$ cat src/rtl/core/its_pkg.sv
`default_nettype none

package its_pkg;

    // buffer depth, a power of two from 2 to 4 (the index fields are two bits wide)
    localparam int BUF_DEPTH = 4;
    localparam int PTR_W     = $clog2(BUF_DEPTH);

    localparam logic [7:0] DEV_ADDR_RST = 8'hA0;
    localparam logic [2:0] XFER_CNT_RST = 3'd5;

    typedef enum logic [1:0] {
        REQ_EVENT    = 2'd0,
        REQ_START_WR = 2'd1,
        REQ_START_RD = 2'd2,
        REQ_LOAD     = 2'd3
    } t_req;

    typedef enum logic {
        CFG_DEVICE_ADDRESS = 1'b0,
        CFG_TRANSFER_COUNT = 1'b1
    } t_cfg_reg;

    typedef struct packed {
        t_req       req_type;
        logic       bus_busy;
        logic       stop_seen;
        logic       arb_lost;
        logic       is_master;
        logic       transmit_mode;
        logic       ack_received;
        logic       addr_matched;
        logic [7:0] data_byte;
        logic [7:0] sub_address;
        logic [1:0] buf_index;
    } t_item;

    typedef struct packed {
        logic       tx_valid;
        logic [7:0] tx_byte;
        logic       start_gen;
        logic       stop_gen;
        logic       ack_disable;
        logic       engine_reinit;
        logic       store_valid;
        logic [1:0] store_index;
        logic [7:0] store_byte;
        logic       key_valid;
        logic [7:0] key_code;
    } t_result;

endpackage

`default_nettype wire

$ cat src/rtl/core/i2c_transaction_sequencer.sv
// a result is registered on the master side when its transfer is taken, via the skid entry while stalled
// throughput: one item per cycle; the only limit is the two-entry output stage
// (output register plus skid), so ready drops only while both entries are full
// reset: synchronous, active low; clears the sequence state, the output stage and
// loads the device address and byte count defaults; buffer entries are not cleared
`default_nettype none

module i2c_transaction_sequencer
    import its_pkg::*;
(
    input  wire logic        i_clk,
    input  wire logic        i_rst_n,
    // configuration write port
    input  wire logic        i_cfg_wr_en,
    input  wire logic        i_cfg_index,
    input  wire logic [7:0]  i_cfg_wdata,
    // input stream
    input  wire logic        s_axis_tvalid,
    output logic             s_axis_tready,
    // bus_busy, stop_seen, arb_lost, is_master, transmit_mode, ack_received,
    // addr_matched, data_byte[7:0], sub_address[7:0], buf_index[1:0], zero fill
    input  wire logic [31:0] s_axis_tdata,
    // req_type[1:0]
    input  wire logic [1:0]  s_axis_tuser,
    // result stream
    output logic             m_axis_tvalid,
    input  wire logic        m_axis_tready,
    // tx_valid, tx_byte[7:0], start_gen, stop_gen, ack_disable, engine_reinit,
    // store_valid, store_index[1:0], store_byte[7:0], key_valid, key_code[7:0],
    // zero fill
    output logic [39:0]      m_axis_tdata
);

    logic [7:0] r_dev_addr;
    logic [2:0] r_xfer_cnt;
    t_item      item;
    t_result    result;
    logic       accept;

    t_result    r_out;
    logic       r_out_vld;
    t_result    r_skid;
    logic       r_skid_vld;

    // configuration registers
    always_ff @(posedge i_clk) begin
        if (!i_rst_n) begin
            r_dev_addr <= DEV_ADDR_RST;
            r_xfer_cnt <= XFER_CNT_RST;
        end else if (i_cfg_wr_en) begin
            if (i_cfg_index == CFG_DEVICE_ADDRESS) begin
                r_dev_addr <= i_cfg_wdata;
            end else begin
                r_xfer_cnt <= i_cfg_wdata[2:0];
            end
        end
    end

    // unpack the incoming transfer
    always_comb begin
        item.req_type      = t_req'(s_axis_tuser);
        item.bus_busy      = s_axis_tdata[0];
        item.stop_seen     = s_axis_tdata[1];
        item.arb_lost      = s_axis_tdata[2];
        item.is_master     = s_axis_tdata[3];
        item.transmit_mode = s_axis_tdata[4];
        item.ack_received  = s_axis_tdata[5];
        item.addr_matched  = s_axis_tdata[6];
        item.data_byte     = s_axis_tdata[14:7];
        item.sub_address   = s_axis_tdata[22:15];
        item.buf_index     = s_axis_tdata[24:23];
    end

    // skid stage decouples input ready from output ready
    assign s_axis_tready = !r_skid_vld;
    assign accept        = s_axis_tvalid && s_axis_tready;

    its_ctrl u_ctrl (
        .i_clk            (i_clk),
        .i_rst_n          (i_rst_n),
        .i_accept         (accept),
        .i_item           (item),
        .i_device_address (r_dev_addr),
        .i_transfer_count (r_xfer_cnt),
        .o_result         (result)
    );

    // output register and skid entry
    always_ff @(posedge i_clk) begin
        if (!i_rst_n) begin
            r_out_vld  <= 1'b0;
            r_skid_vld <= 1'b0;
        end else if (m_axis_tready || !r_out_vld) begin
            if (r_skid_vld) begin
                r_out_vld  <= 1'b1;
                r_skid_vld <= 1'b0;
            end else begin
                r_out_vld  <= accept;
            end
        end else if (accept) begin
            r_skid_vld <= 1'b1;
        end
    end

    // payload side, no reset needed
    always_ff @(posedge i_clk) begin
        if (m_axis_tready || !r_out_vld) begin
            if (r_skid_vld) begin
                r_out <= r_skid;
            end else if (accept) begin
                r_out <= result;
            end
        end else if (accept) begin
            r_skid <= result;
        end
    end

    assign m_axis_tvalid = r_out_vld;

    // pack the result, first field in the lowest bit
    assign m_axis_tdata = {
        7'd0,
        r_out.key_code,
        r_out.key_valid,
        r_out.store_byte,
        r_out.store_index,
        r_out.store_valid,
        r_out.engine_reinit,
        r_out.ack_disable,
        r_out.stop_gen,
        r_out.start_gen,
        r_out.tx_byte,
        r_out.tx_valid
    };

endmodule

`default_nettype wire

$ cat src/rtl/core/its_ctrl.sv
`default_nettype none

module its_ctrl
    import its_pkg::*;
(
    input  wire logic       i_clk,
    input  wire logic       i_rst_n,
    input  wire logic       i_accept,
    input  wire t_item      i_item,
    input  wire logic [7:0] i_device_address,
    input  wire logic [2:0] i_transfer_count,
    output t_result         o_result
);

    logic [7:0]       r_buf [BUF_DEPTH];
    logic [PTR_W-1:0] r_ptr;
    logic [2:0]       r_cnt;
    logic [7:0]       r_sub_hold;
    logic             r_sub_pend;
    logic             r_rd_pend;
    logic             r_first;

    logic [PTR_W-1:0] n_ptr;
    logic [2:0]       n_cnt;
    logic [7:0]       n_sub_hold;
    logic             n_sub_pend;
    logic             n_rd_pend;
    logic             n_first;

    logic             wr_en;
    logic [PTR_W-1:0] wr_idx;
    logic [7:0]       wr_data;
    logic [PTR_W-1:0] rd_idx;
    logic [7:0]       rd_data;
    logic [2:0]       cnt_dec;
    t_result          res;

    function automatic logic [PTR_W-1:0] ptr_inc(input logic [PTR_W-1:0] p);
        logic [PTR_W-1:0] q;
        if (p == PTR_W'(BUF_DEPTH - 1)) begin
            q = '0;
        end else begin
            q = p + PTR_W'(1);
        end
        return q;
    endfunction

    // single read port: the slave transmit match takes its offset from entry zero
    assign rd_idx  = (!i_item.is_master && i_item.addr_matched) ? PTR_W'(r_buf[0]) : r_ptr;
    assign rd_data = r_buf[rd_idx];
    assign cnt_dec = r_cnt - 3'd1;

    always_comb begin
        res        = '0;
        n_ptr      = r_ptr;
        n_cnt      = r_cnt;
        n_sub_hold = r_sub_hold;
        n_sub_pend = r_sub_pend;
        n_rd_pend  = r_rd_pend;
        n_first    = r_first;
        wr_en      = 1'b0;
        wr_idx     = r_ptr;
        wr_data    = i_item.data_byte;

        case (i_item.req_type)
            REQ_START_WR, REQ_START_RD: begin
                res.engine_reinit = i_item.bus_busy;
                n_cnt             = i_transfer_count;
                n_sub_hold        = i_item.sub_address;
                n_sub_pend        = 1'b1;
                n_rd_pend         = (i_item.req_type == REQ_START_RD);
                n_ptr             = '0;
                res.tx_valid      = 1'b1;
                res.tx_byte       = i_device_address;
                res.start_gen     = 1'b1;
            end
            REQ_LOAD: begin
                wr_en  = 1'b1;
                wr_idx = PTR_W'(i_item.buf_index);
            end
            default: begin
                if (i_item.stop_seen || i_item.arb_lost) begin
                    res.engine_reinit = 1'b1;
                end else if (i_item.is_master) begin
                    if (i_item.transmit_mode) begin
                        if (!i_item.ack_received) begin
                            res.stop_gen = 1'b1;
                        end else if (r_sub_pend) begin
                            n_sub_pend   = 1'b0;
                            res.tx_valid = 1'b1;
                            res.tx_byte  = r_sub_hold;
                        end else if (r_rd_pend) begin
                            // repeated start with the read address
                            n_rd_pend     = 1'b0;
                            res.tx_valid  = 1'b1;
                            res.tx_byte   = i_device_address + 8'd1;
                            res.start_gen = 1'b1;
                            n_ptr         = '0;
                        end else begin
                            n_cnt = cnt_dec;
                            if (cnt_dec != 3'd0) begin
                                res.tx_valid = 1'b1;
                                res.tx_byte  = rd_data;
                                n_ptr        = ptr_inc(r_ptr);
                            end else begin
                                res.stop_gen = 1'b1;
                            end
                        end
                    end else begin
                        n_cnt = cnt_dec;
                        if (cnt_dec != 3'd0) begin
                            res.ack_disable = (cnt_dec == 3'd1);
                            wr_en           = 1'b1;
                            res.store_valid = 1'b1;
                            res.store_index = 2'(r_ptr);
                            res.store_byte  = i_item.data_byte;
                            n_ptr           = ptr_inc(r_ptr);
                        end else begin
                            res.stop_gen = 1'b1;
                        end
                    end
                end else if (i_item.addr_matched) begin
                    if (i_item.transmit_mode) begin
                        res.tx_valid = 1'b1;
                        res.tx_byte  = rd_data;
                        n_ptr        = ptr_inc(rd_idx);
                    end else begin
                        n_ptr   = '0;
                        n_first = 1'b1;
                    end
                end else if (i_item.transmit_mode) begin
                    if (i_item.ack_received) begin
                        res.tx_valid = 1'b1;
                        res.tx_byte  = rd_data;
                        n_ptr        = ptr_inc(r_ptr);
                    end else begin
                        res.stop_gen = 1'b1;
                    end
                end else begin
                    wr_en           = 1'b1;
                    res.store_valid = 1'b1;
                    res.store_index = 2'(r_ptr);
                    res.store_byte  = i_item.data_byte;
                    n_ptr           = ptr_inc(r_ptr);
                    if (r_first) begin
                        // key code is entry zero after this store
                        n_first       = 1'b0;
                        res.key_valid = 1'b1;
                        res.key_code  = (r_ptr == '0) ? i_item.data_byte : r_buf[0];
                    end
                end
            end
        endcase
    end

    assign o_result = res;

    always_ff @(posedge i_clk) begin
        if (i_accept && wr_en) begin
            r_buf[wr_idx] <= wr_data;
        end
    end

    always_ff @(posedge i_clk) begin
        if (!i_rst_n) begin
            r_ptr      <= '0;
            r_cnt      <= '0;
            r_sub_hold <= '0;
            r_sub_pend <= 1'b0;
            r_rd_pend  <= 1'b0;
            r_first    <= 1'b0;
        end else if (i_accept) begin
            r_ptr      <= n_ptr;
            r_cnt      <= n_cnt;
            r_sub_hold <= n_sub_hold;
            r_sub_pend <= n_sub_pend;
            r_rd_pend  <= n_rd_pend;
            r_first    <= n_first;
        end
    end

endmodule

`default_nettype wire
$ cat config.mk
export PLATFORM = sky130hd
export DESIGN_NAME = i2c_transaction_sequencer
export DESIGN_NICKNAME = d
export VERILOG_FILES = /design/src/rtl/core/its_pkg.sv /design/src/rtl/core/i2c_transaction_sequencer.sv /design/src/rtl/core/its_ctrl.sv
export SDC_FILE = /design/constraint.sdc
export NUM_CORES = 1
export LEC_CHECK = 0
export BUFFER_PORTS_ARGS = -buffer_cell sky130_fd_sc_hd__buf_4
export CAP_MARGIN = 20
export CORE_ASPECT_RATIO = 0.5
export CORE_UTILIZATION = 64
export CTS_BUF_LIST = sky130_fd_sc_hd__clkbuf_4 sky130_fd_sc_hd__clkbuf_8
export CTS_CLUSTER_SIZE = 40
export DETAILED_ROUTE_END_ITERATION = 8
export MAX_ROUTING_LAYER = met4
export PLACE_DENSITY_LB_ADDON = 0.08
export SYNTH_ARGS = -nofsm -noshare
export SYNTH_HDL_FRONTEND = slang
export SYNTH_SLANG_ARGS = --single-unit
$ cat constraint.sdc
create_clock -name i_clk -period 6.5 [get_ports i_clk]
set_clock_uncertainty 0.15 [all_clocks]
set_input_delay 1.625 -clock i_clk [delete_from_list [all_inputs] [get_ports i_clk]]
set_output_delay 1.625 -clock i_clk [all_outputs]
set_load 0.05 [all_outputs]
# Yosys cells after proc, flatten, opt, wreduce, memory -nomap -nowiden
# Memories as Yosys holds them, arrays and structs flattened.
# Index checks and enable logic that the tools add are counted.
# W data, S select, Z words.
[word_totals]
reg_bits = 95
ram_bits = 32
memories = 1
[op_classes]
n_addsub = 4
n_eq_ne = 14
mux = 89
n_bitwise = 8
n_reduce_logical = 27
[memory_table]
columns = ["memory", "words", "word_bits", "read_ports", "rd_clocked_by_memory_dff", "write_ports", "line", "source"]
rows = [
  ["u_ctrl.r_buf", 4, 8, 2, 0, 1, "its_ctrl.sv:15", "logic [7:0] r_buf [BUF_DEPTH];"],
]
[ops]
columns = ["op", "count"]
rows = [
  ["$mux W9", 10],
  ["$mux W20", 4],
  ["$mux W33", 2],
  ["$mux W2", 18],
  ["$mux W1", 35],
  ["$mux W11", 3],
  ["$mux W10", 2],
  ["$pmux W10 S2", 1],
  ["$mux W3", 6],
  ["$reduce_and A7 Y1", 2],
  ["$mux W12", 1],
  ["$reduce_and A6 Y1", 2],
  ["$reduce_and A2 Y1", 5],
  ["$add A8 B1 Y8 const B", 1],
  ["$eq A2 B2 Y1 const B", 4],
  ["$mux W8", 1],
  ["$not A1 Y1", 8],
  ["$pmux W1 S2", 4],
  ["$reduce_bool A2 Y1", 4],
  ["$ne A3 B3 Y1 const B", 2],
  ["$pmux W3 S2", 1],
  ["$reduce_and A5 Y1", 1],
  ["$add A2 B1 Y2 const B", 2],
  ["$ne A2 B2 Y1 const B", 2],
  ["15 further kinds", 21],
]

# Longest topological paths before layout
# Gate-level depths: netlist of the first run.
# An unclocked memory read counts as a cell.
[depth]
word_depth = 14
ltp_mapped = 9
mapped_depth_nobuf = 7

# By module
# Synthesis of the first run repeated with hierarchy kept, for this count alone.
[hier_totals]
hier_cells = 484
hier_area_um2 = 6069.6
[modules_own_cells]
columns = ["mod", "instances", "cells_per_inst", "area_per_inst_um2"]
rows = [
  ["i2c_transaction_sequencer", 1, 169, 3039.2],
  ["its_ctrl", 1, 315, 3030.4],
]

# Worst setup path after synthesis of the first run
# No wires, ideal clock.
[synth_path]
path_type = "input port to flip-flop"
from = "input port m_axis_tready"
to = "register r_skid[0] in the netlist's numbering (enable)"
t_arrival_ps = 4313
required_time_ps = 5879
setup_slack_ps = 1565
stages = 2
n_path_buf = 0
path_cell_list = "nand2b_1 -> nor3b_1"
[synth_via]
elab_chain_len = 3
[synth_lines]
columns = ["item", "line", "source"]
rows = [
  ["from (decl)", "i2c_transaction_sequencer.sv:27", "input wire logic m_axis_tready,"],
  ["$logic_or A1 B1 Y1", "i2c_transaction_sequencer.sv:107", "if (m_axis_tready || !r_out_vld) begin"],
  ["$not A1 Y1 (no source line)", "-", ""],
  ["$reduce_and A2 Y1 (no source line)", "-", ""],
  ["to (signal assigned)", "i2c_transaction_sequencer.sv:114", "r_skid <= result;"],
  ["to (decl)", "i2c_transaction_sequencer.sv:42", "t_result r_skid;"],
]
# Every way passes these cells.
# A chain may end at the register's enable or synchronous reset.

# Worst setup path after layout of the first run
[layout_path]
from = "input port s_axis_tuser[0]"
to = "memory u_ctrl.r_buf[2][3] (enable)"
[layout_via]
elab_chain_len = 6
word_cells_on_any_way = 9
classes_between = "eq/ne: 3; mux: 4; reduce/logical: 2"
[layout_lines]
columns = ["item", "line", "source"]
rows = [
  ["from (decl)", "i2c_transaction_sequencer.sv:24", "input wire logic [1:0] s_axis_tuser,"],
  ["$eq A2 B1 Y1 or $eq A2 B2 Y1 (tied branches)", "its_ctrl.sv:65", "case (i_item.req_type)"],
  ["$reduce_or A2 Y1", "-", ""],
  ["$pmux W1 S2", "its_ctrl.sv:65", ""],
  ["$logic_and A1 B1 Y1", "its_ctrl.sv:159", "if (i_accept && wr_en) begin"],
  ["$mux W1", "its_ctrl.sv:159", ""],
  ["$mux W1 (implied by the code)", "its_ctrl.sv:160", "r_buf[wr_idx] <= wr_data;"],
  ["to (decl)", "its_ctrl.sv:15", ""],
]
# Several ways; a longest one is shown, not always the timed one.

==> summary.md, run 1 <==
| Metric | Value |
|---|---|
| Total CTS buffers | `17` |
| Critical R2R Capture | `u_ctrl.r_buf[2][3]$_DFFE_PP_` |
| Setup TNS | `0 ns` |
| Cell Count, Final, Fillers Out | `751` |
| Yosys cell types | `64` |
| Placed Cells | `718` |
| Layout net count | `665` |
| Hold Path Class | `reg -> reg` |
| Crit-path most repeated cell | `buf_4` |
| GP Congestion | `0.912` |
| Maximum vdd drop | `0.000160 V` |
| Status | `complete, no violations` |
| Post-CTS sizing | `0` |
| Hold path depth | `2` |
| Least-Margin Pin Slew | `0.799 ns` |
| R2R cell count | `8` |
| Setup-failing EPs final | `0` |
| Pwr Total | `1.80 mW` |
| Number of flops mapped to enable cells by yosys | `98` |
| Boundary pin count | `90` |
| Pleak | `2.77 nW` |
| Worst EP arrival | `4.15 ns` |
| Multi-input combinational cell area | `2350 um2` |
| Reg clk slew, reported paths | `0.07 ns` |
| Post-synth top area share | `47.6%` |
| GR Util All Layers | `31.7%` |
| FF/Latch Area | `3520 um2` |
| Xor/xnor share of the synthesized area | `0.830%` |
| Power Internal | `1.30 mW` |
| Hold path start | `r_xfer_cnt[1]$_SDFFE_PN0P_` |
| Setup slack, reg-to-reg | `3.45 ns` |
| Mux cell area share after synthesis | `6.54%` |
| Share of layout cells above drive strength 1 | `24.0%` |
| Initial core utilization | `68.4%` |
| Routed WL | `14.6 mm` |
| CTS tree | `yes` |
| Setup bufs post-CTS | `0` |
| Worst slew margin relative to its limit | `46.6%` |
| WL/cell | `19.4 um` |
| Syn_area_per_cell | `11.5 um2` |
| Fillers | `578` |
| Post-synthesis compound-gate area fraction | `14.4%` |
| Area contributors post-synth | `edfxtp_1 48%, dfxtp_1 9.4%, nand2_1 4.3%` |
| Number of hold violations in the final report | `0` |
| 1st-pass router iterations | `6` |
| Clock period minus worst slack | `4.24 ns` |
| CP endpoint kind | `flip-flop` |
| Post-synth ARST share | `0%` |
| First-pass GRT wire length | `22.7 mm` |
| WP data required | `6.41 ns` |
| R2R Path Start | `u_ctrl.r_cnt[1]$_SDFFE_PN0P_` |
| Critical Path Source | `s_axis_tuser[0]` |
| Worst hold path endpoint | `r_xfer_cnt[1]$_SDFFE_PN0P_` |
| Cell breakdown of the critical path | `buf_4 > inv_1 > ha_1 > or4b_4 > a311oi_2 > buf_4 > o21ai_0 > o22a_1 > nor2_1` |
| Adder-Cell Fraction of Synth Area | `1.82%` |
| Via density per instance | `6.13` |
| Hold-fix buffers, CTS | `0` |
| Pwr Density | `254 nW/um2` |
| DP HPWL | `9.73 mm` |
| CTS max path bufs | `2` |
| Startpoint Class | `input port` |
| WP buf/inv | `3` |
| CP delay by family, top | `simple AND/OR/NAND/NOR gates` |
| Yosys warns | `0` |
| Iter 0 DRT Violations | `662` |
| Hold Slack | `0.313 ns` |
| Logic pwr share | `14.1%` |
| Post-synth top area cell | `edfxtp_1` |
| Max cap viols | `0` |
| Clock Sinks | `127` |
| Vias in the first global route | `4310` |
| Pin count of the biggest net entering global routing | `34` |
| DRC violations left | `0` |
| Initial antenna violation count | `0` |
| Crit share post-route | `65.2%` |
| Switching share of power | `28.2%` |
| Final ANT Viol Nets | `0` |
| Skew-Pair Late Insertion Delay | `0.44 ns` |
| DP Area | `6750 um2` |
| Max-slew violations | `0` |
| Max stage delay on crit path | `0.58 ns` |
| Highest Clock Rate | `236 MHz` |
| Worst path slowest cell | `nor2_1` |
| Clock share of power | `34.6%` |
| Die H | `71.5 um` |
| Largest family of logic cells by synthesized area | `compound AO/OA/AOI/OAI gates` |
| H-tree levels | `4` |
| GRT overflow | `0` |
| Clock root cell | `clkbuf_8` |
| DR vias | `4600` |
| Main synth FF type | `edfxtp_1` |
| Die width | `141 um` |
| RSZ-0062 raised after global routing | `no` |
| Crit-path max FO | `14` |
| Antenna diodes | `0` |
| Core Area | `9040 um2` |
| Core Rows | `24` |
| Post-Syn Instances | `537` |
| Die area | `10100 um2` |
| Area of the mapped netlist | `6180 um2` |
| Area grow syn2layout | `15.1%` |
| Seq pwr share | `51.4%` |
| Sequential area share after synthesis | `57.0%` |
| Crit Path Class | `in -> reg` |
| Register bit total from synthesis | `127` |
| Net Switching | `509 uW` |
| I/O Buffers | `75` |
| Post-synthesis simple-gate area fraction | `14.0%` |
| Final Cell Area | `7120 um2` |
worst register-to-register path, cell delays in order (launching register included):
cell and delay, ns:
dfxtp_1 0.38, inv_1 0.08, ha_1 0.24, xnor2_2 0.24, a311oi_2 0.33, buf_4 0.27
o21ai_0 0.16, o22a_1 0.26, nor2_1 0.59
power groups by stage:
stage | Combinational, mW | Sequential (mW) | Clock (mW)
2_1_floorplan | 0.124 | 0.990 | 0
3_3_place_gp | 0.243 | 0.942 | 0
3_5_place_dp | 0.248 | 0.944 | 0
4_1_cts | 0.250 | 0.926 | 0.628
5_1_grt | 0.270 | 0.929 | 0.660
6_report | 0.254 | 0.927 | 0.624
flip-flops by register name (all words and copies together), names as in the netlist:
name,count
u_ctrl.r_rd_pend,1
u_ctrl.r_sub_pend,1
u_ctrl.r_sub_hold,8
m_axis_tvalid,1
r_skid,33
r_skid_vld,1
u_ctrl.r_buf,32
r_xfer_cnt,3
u_ctrl.r_cnt,3
u_ctrl.r_ptr,2
m_axis_tdata,33
u_ctrl.r_first,1
r_dev_addr,8
through the flow:
step / util, % / setup WS, ns
after floorplan: - / 1.57
after global placement: 74.7 / 2.00
after detailed placement: 74.7 / 1.85
after CTS: 78.6 / 2.30
after global routing: 78.7 / 2.18
final: 78.7 / 2.26
placed cells by master, fill, tap and decap left out, types with 3 or more instances in the layout:
cell	Yosys	layout
inv_1	28	28
clkinvlp_4	0	3
clkinv_2	0	3
o31ai_1	11	11
a211oi_1	17	17
a21oi_1	7	7
nand3_1	23	23
clkinv_4	0	3
edfxtp_1	98	98
a31oi_1	7	7
nor2b_1	9	9
clkbuf_8	2	17
a21boi_0	16	16
xnor2_1	3	3
o21ai_0	13	13
nor2_1	32	32
a21o_1	3	3
mux2i_1	22	22
buf_4	8	81
dfxtp_1	29	29
and2_2	9	9
nor3_1	5	5
mux2_2	15	15
nand2_1	71	71
clkinv_1	1	3
o22ai_1	7	7
a2bb2oi_1	4	4
ha_1	9	9
and2_1	4	4
conb_1	1	7
a2111oi_0	4	4
nand4_1	4	4
o21a_1	3	3
o211ai_1	3	3
nand2b_1	6	6
worst max-delay path by stage:
stage | slack (ns) | end | cells past startpoint
global placement | 2.00 | u_ctrl.r_buf[2][2]$_DFFE_PP_ | 9
CTS | 2.30 | u_ctrl.r_buf[2][4]$_DFFE_PP_ | 9
floorplan | 1.57 | r_skid[0]$_DFFE_PP_ | 2
finish | 2.26 | u_ctrl.r_buf[2][3]$_DFFE_PP_ | 9
global route | 2.18 | u_ctrl.r_buf[2][5]$_DFFE_PP_ | 9
detailed placement | 1.85 | u_ctrl.r_buf[2][1]$_DFFE_PP_ | 9
cell families (layout without fill, tap and decap cells):
kind of cell / Yosys count / in the layout
simple gates: 177 / 177
flops: 127 / 127
compound gates: 116 / 116
buf+inv: 64 / 142
mux: 38 / 38
fa+ha+maj: 9 / 9
xor+xnor: 5 / 5
other cells: 1 / 7
area by class of cell:
class,count,share of cell area (%)
Multi-Input combinational cell,352,33.1
Timing Repair Buffer,81,8.55
Clock inverter,14,1.67
Tap cell,130,2.29
Sequential cell,127,49.5
Inverter,29,1.53
Clock buffer,18,3.39
per-layer routing:
layer  up-vias  part of all wire [%]  track usage [%]
met4         0                   2.2             10.4
met3        52                    10             10.0
met5         -                     0                -
met2       307                    44             46.9
li1       2109                     -                -
met1      2132                    43             42.0
synthesized netlist by cell type, types with 5 or more instances:
| cell type | instances |
|---|---|
| nor2b_1 | 9 |
| o21ai_0 | 13 |
| a31oi_1 | 7 |
| buf_6 | 5 |
| and2_2 | 9 |
| mux2_2 | 15 |
| dfxtp_1 | 29 |
| nor2_1 | 32 |
| a21boi_0 | 16 |
| edfxtp_1 | 98 |
| o22ai_1 | 7 |
| mux2i_1 | 22 |
| nor3_1 | 5 |
| buf_4 | 8 |
| ha_1 | 9 |
| inv_1 | 28 |
| nand2b_1 | 6 |
| nand2_1 | 71 |
| a21oi_1 | 7 |
| nand3_1 | 23 |
| clkbuf_1 | 15 |
| a211oi_1 | 17 |
| o31ai_1 | 11 |
(Power assumes the default switching activity.)
==> inputs of run 2 (changes only) <==
- ABC_AREA: unset -> 1
- CORE_UTILIZATION: 64 -> 59
- clock period: 6.5 -> 4.1 ns (I/O delays scaled with it)
==> summary.md, run 2 <==
| Metric | Value |
|---|---|
| Core Rows | `25` |
| Fin util | `73.2%` |
| Reg clk slew, reported paths | `0.08 ns` |
| RSZ-0062 raised after global routing | `no` |
| Crit Path Class | `reg -> out` |
| Boundary pin count | `90` |
| Pin count of the biggest net entering global routing | `44` |
| Vias in the first global route | `4345` |
| Setup-failing EPs final | `0` |
| Crit share post-route | `85.7%` |
| Sequential area share after synthesis | `59.2%` |
| Highest Clock Rate | `285 MHz` |
| Number of hold violations in the final report | `0` |
| Logic pwr share | `13.3%` |
| Post-synth top area share | `49.4%` |
| Worst slew margin relative to its limit | `46.6%` |
| Share of layout cells above drive strength 1 | `17.0%` |
| Core Area | `9630 um2` |
| Crit-path most repeated cell | `buf_4` |
| Critical R2R Capture | `u_ctrl.r_rd_pend$_SDFFE_PN0P_` |
| Worst EP arrival | `2.34 ns` |
| WL/cell | `14.8 um` |
| Register bit total from synthesis | `127` |
| Syn_area_per_cell | `8.97 um2` |
| Max-slew violations | `0` |
| Hold-fix buffers, CTS | `0` |
| Die area | `10500 um2` |
| Pwr Total | `3.07 mW` |
| Post-Syn Instances | `664` |
| First-pass GRT wire length | `21.3 mm` |
| Cell breakdown of the critical path | `buf_4 > clkinv_1 > buf_4` |
| Commonest non-fill, non-tap cell in the layout | `nand2_1` |
| Clock root cell | `clkbuf_8` |
| R2R cell count | `10` |
| Setup slack, reg-to-reg | `0.94 ns` |
| Post-Place Worst Slack | `0.935 ns` |
| Cell Count, Final, Fillers Out | `893` |
| CP endpoint kind | `primary output` |
| Area of the mapped netlist | `5950 um2` |
| Die width | `144 um` |
| Seq pwr share | `48.0%` |
| Hold path start | `u_ctrl.r_sub_hold[3]$_SDFFE_PN0P_` |
| Setup TNS | `0 ns` |
| Least-Margin Pin Slew | `0.797 ns` |
| Hold Slack | `0.313 ns` |
| Via density per instance | `5.30` |
| DP Area | `6620 um2` |
| Max stage delay on crit path | `0.75 ns` |
| Clock share of power | `38.7%` |
| Final ANT Viol Nets | `0` |
| Post-synth top area cell | `edfxtp_1` |
| Clock Sinks | `127` |
| DRC violations left | `0` |
| Number of flops mapped to enable cells by yosys | `98` |
| Hold path depth | `2` |
| GRT overflow | `0` |
| R2R Path Start | `r_skid_vld$_SDFFE_PP0P_` |
| Post-CTS sizing | `0` |
| Clock period minus worst slack | `3.51 ns` |
| Die H | `73.0 um` |
| Total CTS buffers | `17` |
| Setup bufs post-CTS | `0` |
| Startpoint Class | `flip-flop` |
| Power Internal | `2.19 mW` |
| GP Congestion | `0.935` |
| Area grow syn2layout | `18.4%` |
| Max cap viols | `0` |
| H-tree levels | `4` |
| Status | `complete, no violations` |
| Yosys warns | `0` |
| Pwr Density | `435 nW/um2` |
| WP data required | `2.92 ns` |
| WP buf/inv | `3` |
| Pleak | `3.06 nW` |
| Yosys cell types | `32` |
| Worst path slowest cell | `clkinv_1` |
| Antenna diodes | `0` |
| Iter 0 DRT Violations | `447` |
| Placed Cells | `861` |
| Initial core utilization | `61.8%` |
| Most frequent cells in the layout | `220 x nand2_1, 98 x edfxtp_1, 83 x buf_4, 62 x inv_1, 53 x nor2_1` |
| 1st-pass router iterations | `7` |
| CTS max path bufs | `2` |
| Initial antenna violation count | `0` |
| CP delay by family, top | `buffers and inverters` |
| Switching share of power | `28.7%` |
| Maximum vdd drop | `0.000277 V` |
| CTS tree | `yes` |
| Post-synth ARST share | `0%` |
| Worst hold path endpoint | `u_ctrl.r_sub_hold[3]$_SDFFE_PN0P_` |
| GR Util All Layers | `28.2%` |
| Skew-Pair Late Insertion Delay | `0.43 ns` |
| DR vias | `4736` |
| Main synth FF type | `edfxtp_1` |
| Layout net count | `802` |
| Commonest cells in the netlist | `220 x nand2_1, 98 x edfxtp_1, 62 x inv_1, 55 x nor2_1, 46 x nand3_1` |
| DP HPWL | `9.28 mm` |
| Min setup slack post-route | `0.587 ns` |
| Final Cell Area | `7050 um2` |
| Crit path depth | `3` |
| Area contributors post-synth | `edfxtp_1 49%, nand2_1 14%, dfxtp_1 9.7%` |
| Net Switching | `880 uW` |
| Count leader, synth | `nand2_1` |
| I/O Buffers | `75` |
| Crit-path max FO | `43` |
| Routed WL | `13.2 mm` |
| Hold Path Class | `reg -> reg` |
## run 2: cell types whose count changed after synthesis, sizes merged, moves of 22 or more
cell | before | now
nand2 | 72 | 224
inv | 28 | 63
a21oi | 7 | 39
o21ai | 14 | 42
nand3 | 23 | 47
nor2 | 32 | 55
mux2i | 22 | 0
## run 2: worst max-delay path by stage
stage,from,endpoint,slack [ns]
2_1_floorplan,m_axis_tready,r_skid[0]$_DFFE_PP_,0.91
3_3_place_gp,s_axis_tdata[3],m_axis_tdata[8]$_DFFE_PP_,0.96
3_5_place_dp,s_axis_tdata[3],m_axis_tdata[8]$_DFFE_PP_,0.94
4_1_cts,r_skid_vld$_SDFFE_PP0P_,s_axis_tready,0.59
5_1_grt,r_skid_vld$_SDFFE_PP0P_,s_axis_tready,0.44
6_report,r_skid_vld$_SDFFE_PP0P_,s_axis_tready,0.59
## run 2: layout make-up
cell class                      count  area, um2
Fill cell                         739       2590
Timing Repair Buffer               83        623
Clock inverter                     15        196
Tap cell                          135        169
Multi-Input combinational cell    448       2050
Sequential cell                   127       3520
Inverter                           68        256
Clock buffer                       17        234
## run 2: kinds of logic after synthesis
group	after synthesis	synth area share (%)
xor gates and xnor gates	1	0.147
buffers and inverters	95	6.93
and+or+nand+nor	340	23.5
AOI/OAI and AO/OA	91	8.34
other	1	0.0630
DFF	127	59.2
adders and majority gates	9	1.89
## run 2: power by group through the flow
| stage | clock network (mW) | registers (mW) | logic [mW] |
|---|---|---|---|
| finish | 1.19 | 1.47 | 0.408 |
| global route | 1.24 | 1.48 | 0.445 |
| CTS | 1.19 | 1.47 | 0.406 |
| floorplan | 0 | 1.58 | 0.197 |
| detailed placement | 0 | 1.50 | 0.402 |
| global placement | 0 | 1.50 | 0.395 |
## run 2: metal layers
| layer | part of all wire (%) | GRT usage [%] | up-vias |
|---|---|---|---|
| met5 | 0 | - | - |
| met4 | 1.3 | 7.33 | 0 |
| met3 | 6.8 | 6.50 | 19 |
| met2 | 48 | 45.7 | 176 |
| met1 | 44 | 36.1 | 2203 |
| li1 | - | - | 2338 |
## run 2: worst min-delay path: cells and delay by family, from the launching register on
family / cells / cell delay, ns
flops: 1 / 0.30
buf+inv: 1 / 0.06
compound gates: 1 / 0.06
==> inputs of run 3 (changes only) <==
- CORE_MARGIN: unset -> 2
- REMOVE_ABC_BUFFERS: unset -> 1
==> summary.md, run 3 (synthesis results as in run 2) <==
| Metric | Value |
|---|---|
| Status | `complete, no violations` |
| Pleak | `3.09 nW` |
| Crit Path Class | `in -> reg` |
| CTS tree | `yes` |
| Antenna diodes | `0` |
| CTS max path bufs | `2` |
| Die area | `11000 um2` |
| Core Area | `9630 um2` |
| Hold-fix buffers, CTS | `0` |
| Worst EP arrival | `2.77 ns` |
| Clock root cell | `clkbuf_8` |
| 1st-pass router iterations | `5` |
| Boundary pin count | `90` |
| Placed Cells | `862` |
| Most frequent cells in the layout | `220 x nand2_1, 98 x edfxtp_1, 84 x buf_4, 62 x inv_1, 53 x nor2_1` |
| Max cap viols | `0` |
| WP data required | `4.15 ns` |
| Critical R2R Capture | `u_ctrl.r_buf[1][7]$_DFFE_PP_` |
| GP Congestion | `0.918` |
| R2R Path Start | `u_ctrl.r_cnt[0]$_SDFFE_PN0P_` |
| DRC violations left | `0` |
| Hold path start | `u_ctrl.r_sub_hold[5]$_SDFFE_PN0P_` |
| Setup bufs post-CTS | `0` |
| Iter 0 DRT Violations | `409` |
| GR Util All Layers | `26.5%` |
| I/O Buffers | `75` |
| R2R cell count | `13` |
| Hold path depth | `2` |
| Number of hold violations in the final report | `0` |
| Max-slew violations | `0` |
| Hold Path Class | `reg -> reg` |
| Worst slew margin relative to its limit | `57.0%` |
| CP endpoint kind | `flip-flop` |
| Initial core utilization | `61.8%` |
| Vias in the first global route | `4312` |
| Maximum vdd drop | `0.000242 V` |
| Layout net count | `803` |
| Total CTS buffers | `17` |
| First-pass GRT wire length | `21.1 mm` |
| Final ANT Viol Nets | `0` |
| H-tree levels | `4` |
| Die H | `75.0 um` |
| Share of layout cells above drive strength 1 | `17.1%` |
| Routed WL | `13.3 mm` |
| DR vias | `4787` |
| Reg clk slew, reported paths | `0.07 ns` |
| Area grow syn2layout | `19.2%` |
| Clock Sinks | `127` |
| Via density per instance | `5.35` |
| Pwr Total | `3.17 mW` |
| Initial antenna violation count | `0` |
| Die width | `146 um` |
| Pwr Density | `446 nW/um2` |
| Hold Slack | `0.305 ns` |
| Setup-failing EPs final | `0` |
| DP HPWL | `9.05 mm` |
| FF/Latch Area | `3520 um2` |
| Highest Clock Rate | `367 MHz` |
| Startpoint Class | `input port` |
| Setup TNS | `0 ns` |
| RSZ-0062 raised after global routing | `no` |
| Crit share post-route | `66.4%` |
| Worst hold path endpoint | `u_ctrl.r_sub_hold[5]$_SDFFE_PN0P_` |
| GRT overflow | `0` |
| Multi-input combinational cell area | `2050 um2` |
| Clock period minus worst slack | `2.72 ns` |
| Commonest non-fill, non-tap cell in the layout | `nand2_1` |
| Cell Count, Final, Fillers Out | `894` |
| Fillers | `746` |
| Core Rows | `25` |
| Least-Margin Pin Slew | `0.645 ns` |
| Crit-path max FO | `17` |
| Setup slack, reg-to-reg | `1.53 ns` |
| Skew-Pair Late Insertion Delay | `0.45 ns` |
| WL/cell | `14.9 um` |
| Post-CTS sizing | `0` |
| Pin count of the biggest net entering global routing | `43` |
==> run 3: layer usage <==
layer | global-route usage, % | up-vias | wire length (um)
li1 | - | 2343 | -
met1 | 35.0 | 2236 | 6030
met2 | 42.5 | 191 | 6040
met3 | 5.64 | 17 | 1040
met4 | 7.98 | 0 | 172
met5 | - | - | 0
==> run 3: worst max-delay path by stage <==
stage | start | to | cells after the start
after floorplan | r_skid_vld$_SDFFE_PP0P_ | r_skid[0]$_DFFE_PP_ | 3
after global placement | s_axis_tdata[3] | m_axis_tdata[8]$_DFFE_PP_ | 12
after detailed placement | s_axis_tdata[3] | m_axis_tdata[8]$_DFFE_PP_ | 12
after CTS | s_axis_tdata[3] | m_axis_tdata[8]$_DFFE_PP_ | 12
after global routing | s_axis_tuser[0] | u_ctrl.r_buf[0][6]$_DFFE_PP_ | 11
final | s_axis_tdata[3] | m_axis_tdata[8]$_DFFE_PP_ | 12
==> run 3: worst max-delay path, stage by stage <==
cell	delay, ns
buf_4	0.19
clkinv_2	0.23
nand2_2	0.19
nand2_1	0.11
nand2_1	0.31
nand2_1	0.09
nand3_1	0.11
nand3_1	0.15
nand3_1	0.15
nand2_1	0.08
nand2_1	0.06
nand2_1	0.05
==> run 3: power by group <==
| group | internal, mW | switching [mW] |
|---|---|---|
| clock network | 0.744 | 0.543 |
| logic | 0.121 | 0.286 |
| registers | 1.44 | 0.0281 |
==> run 3: area by class of cell <==
type	instances	area share [%]
Clock buffer	18	3.40
Clock inverter	14	3.23
Inverter	68	3.61
Multi-Input combinational cell	448	28.8
Sequential cell	127	49.7
Tap cell	135	2.38
Timing Repair Buffer	84	8.89
==> run 3: per-stage QoR <==
stage	setup slack [ns]	utilization, %	instance area (um2)
after detailed placement	0.999	68.8	6630
final	1.38	73.6	7100
after global routing	1.28	73.6	7100
after global placement	1.03	68.8	6630
after floorplan	0.687	-	5820
after CTS	1.46	73.6	7100
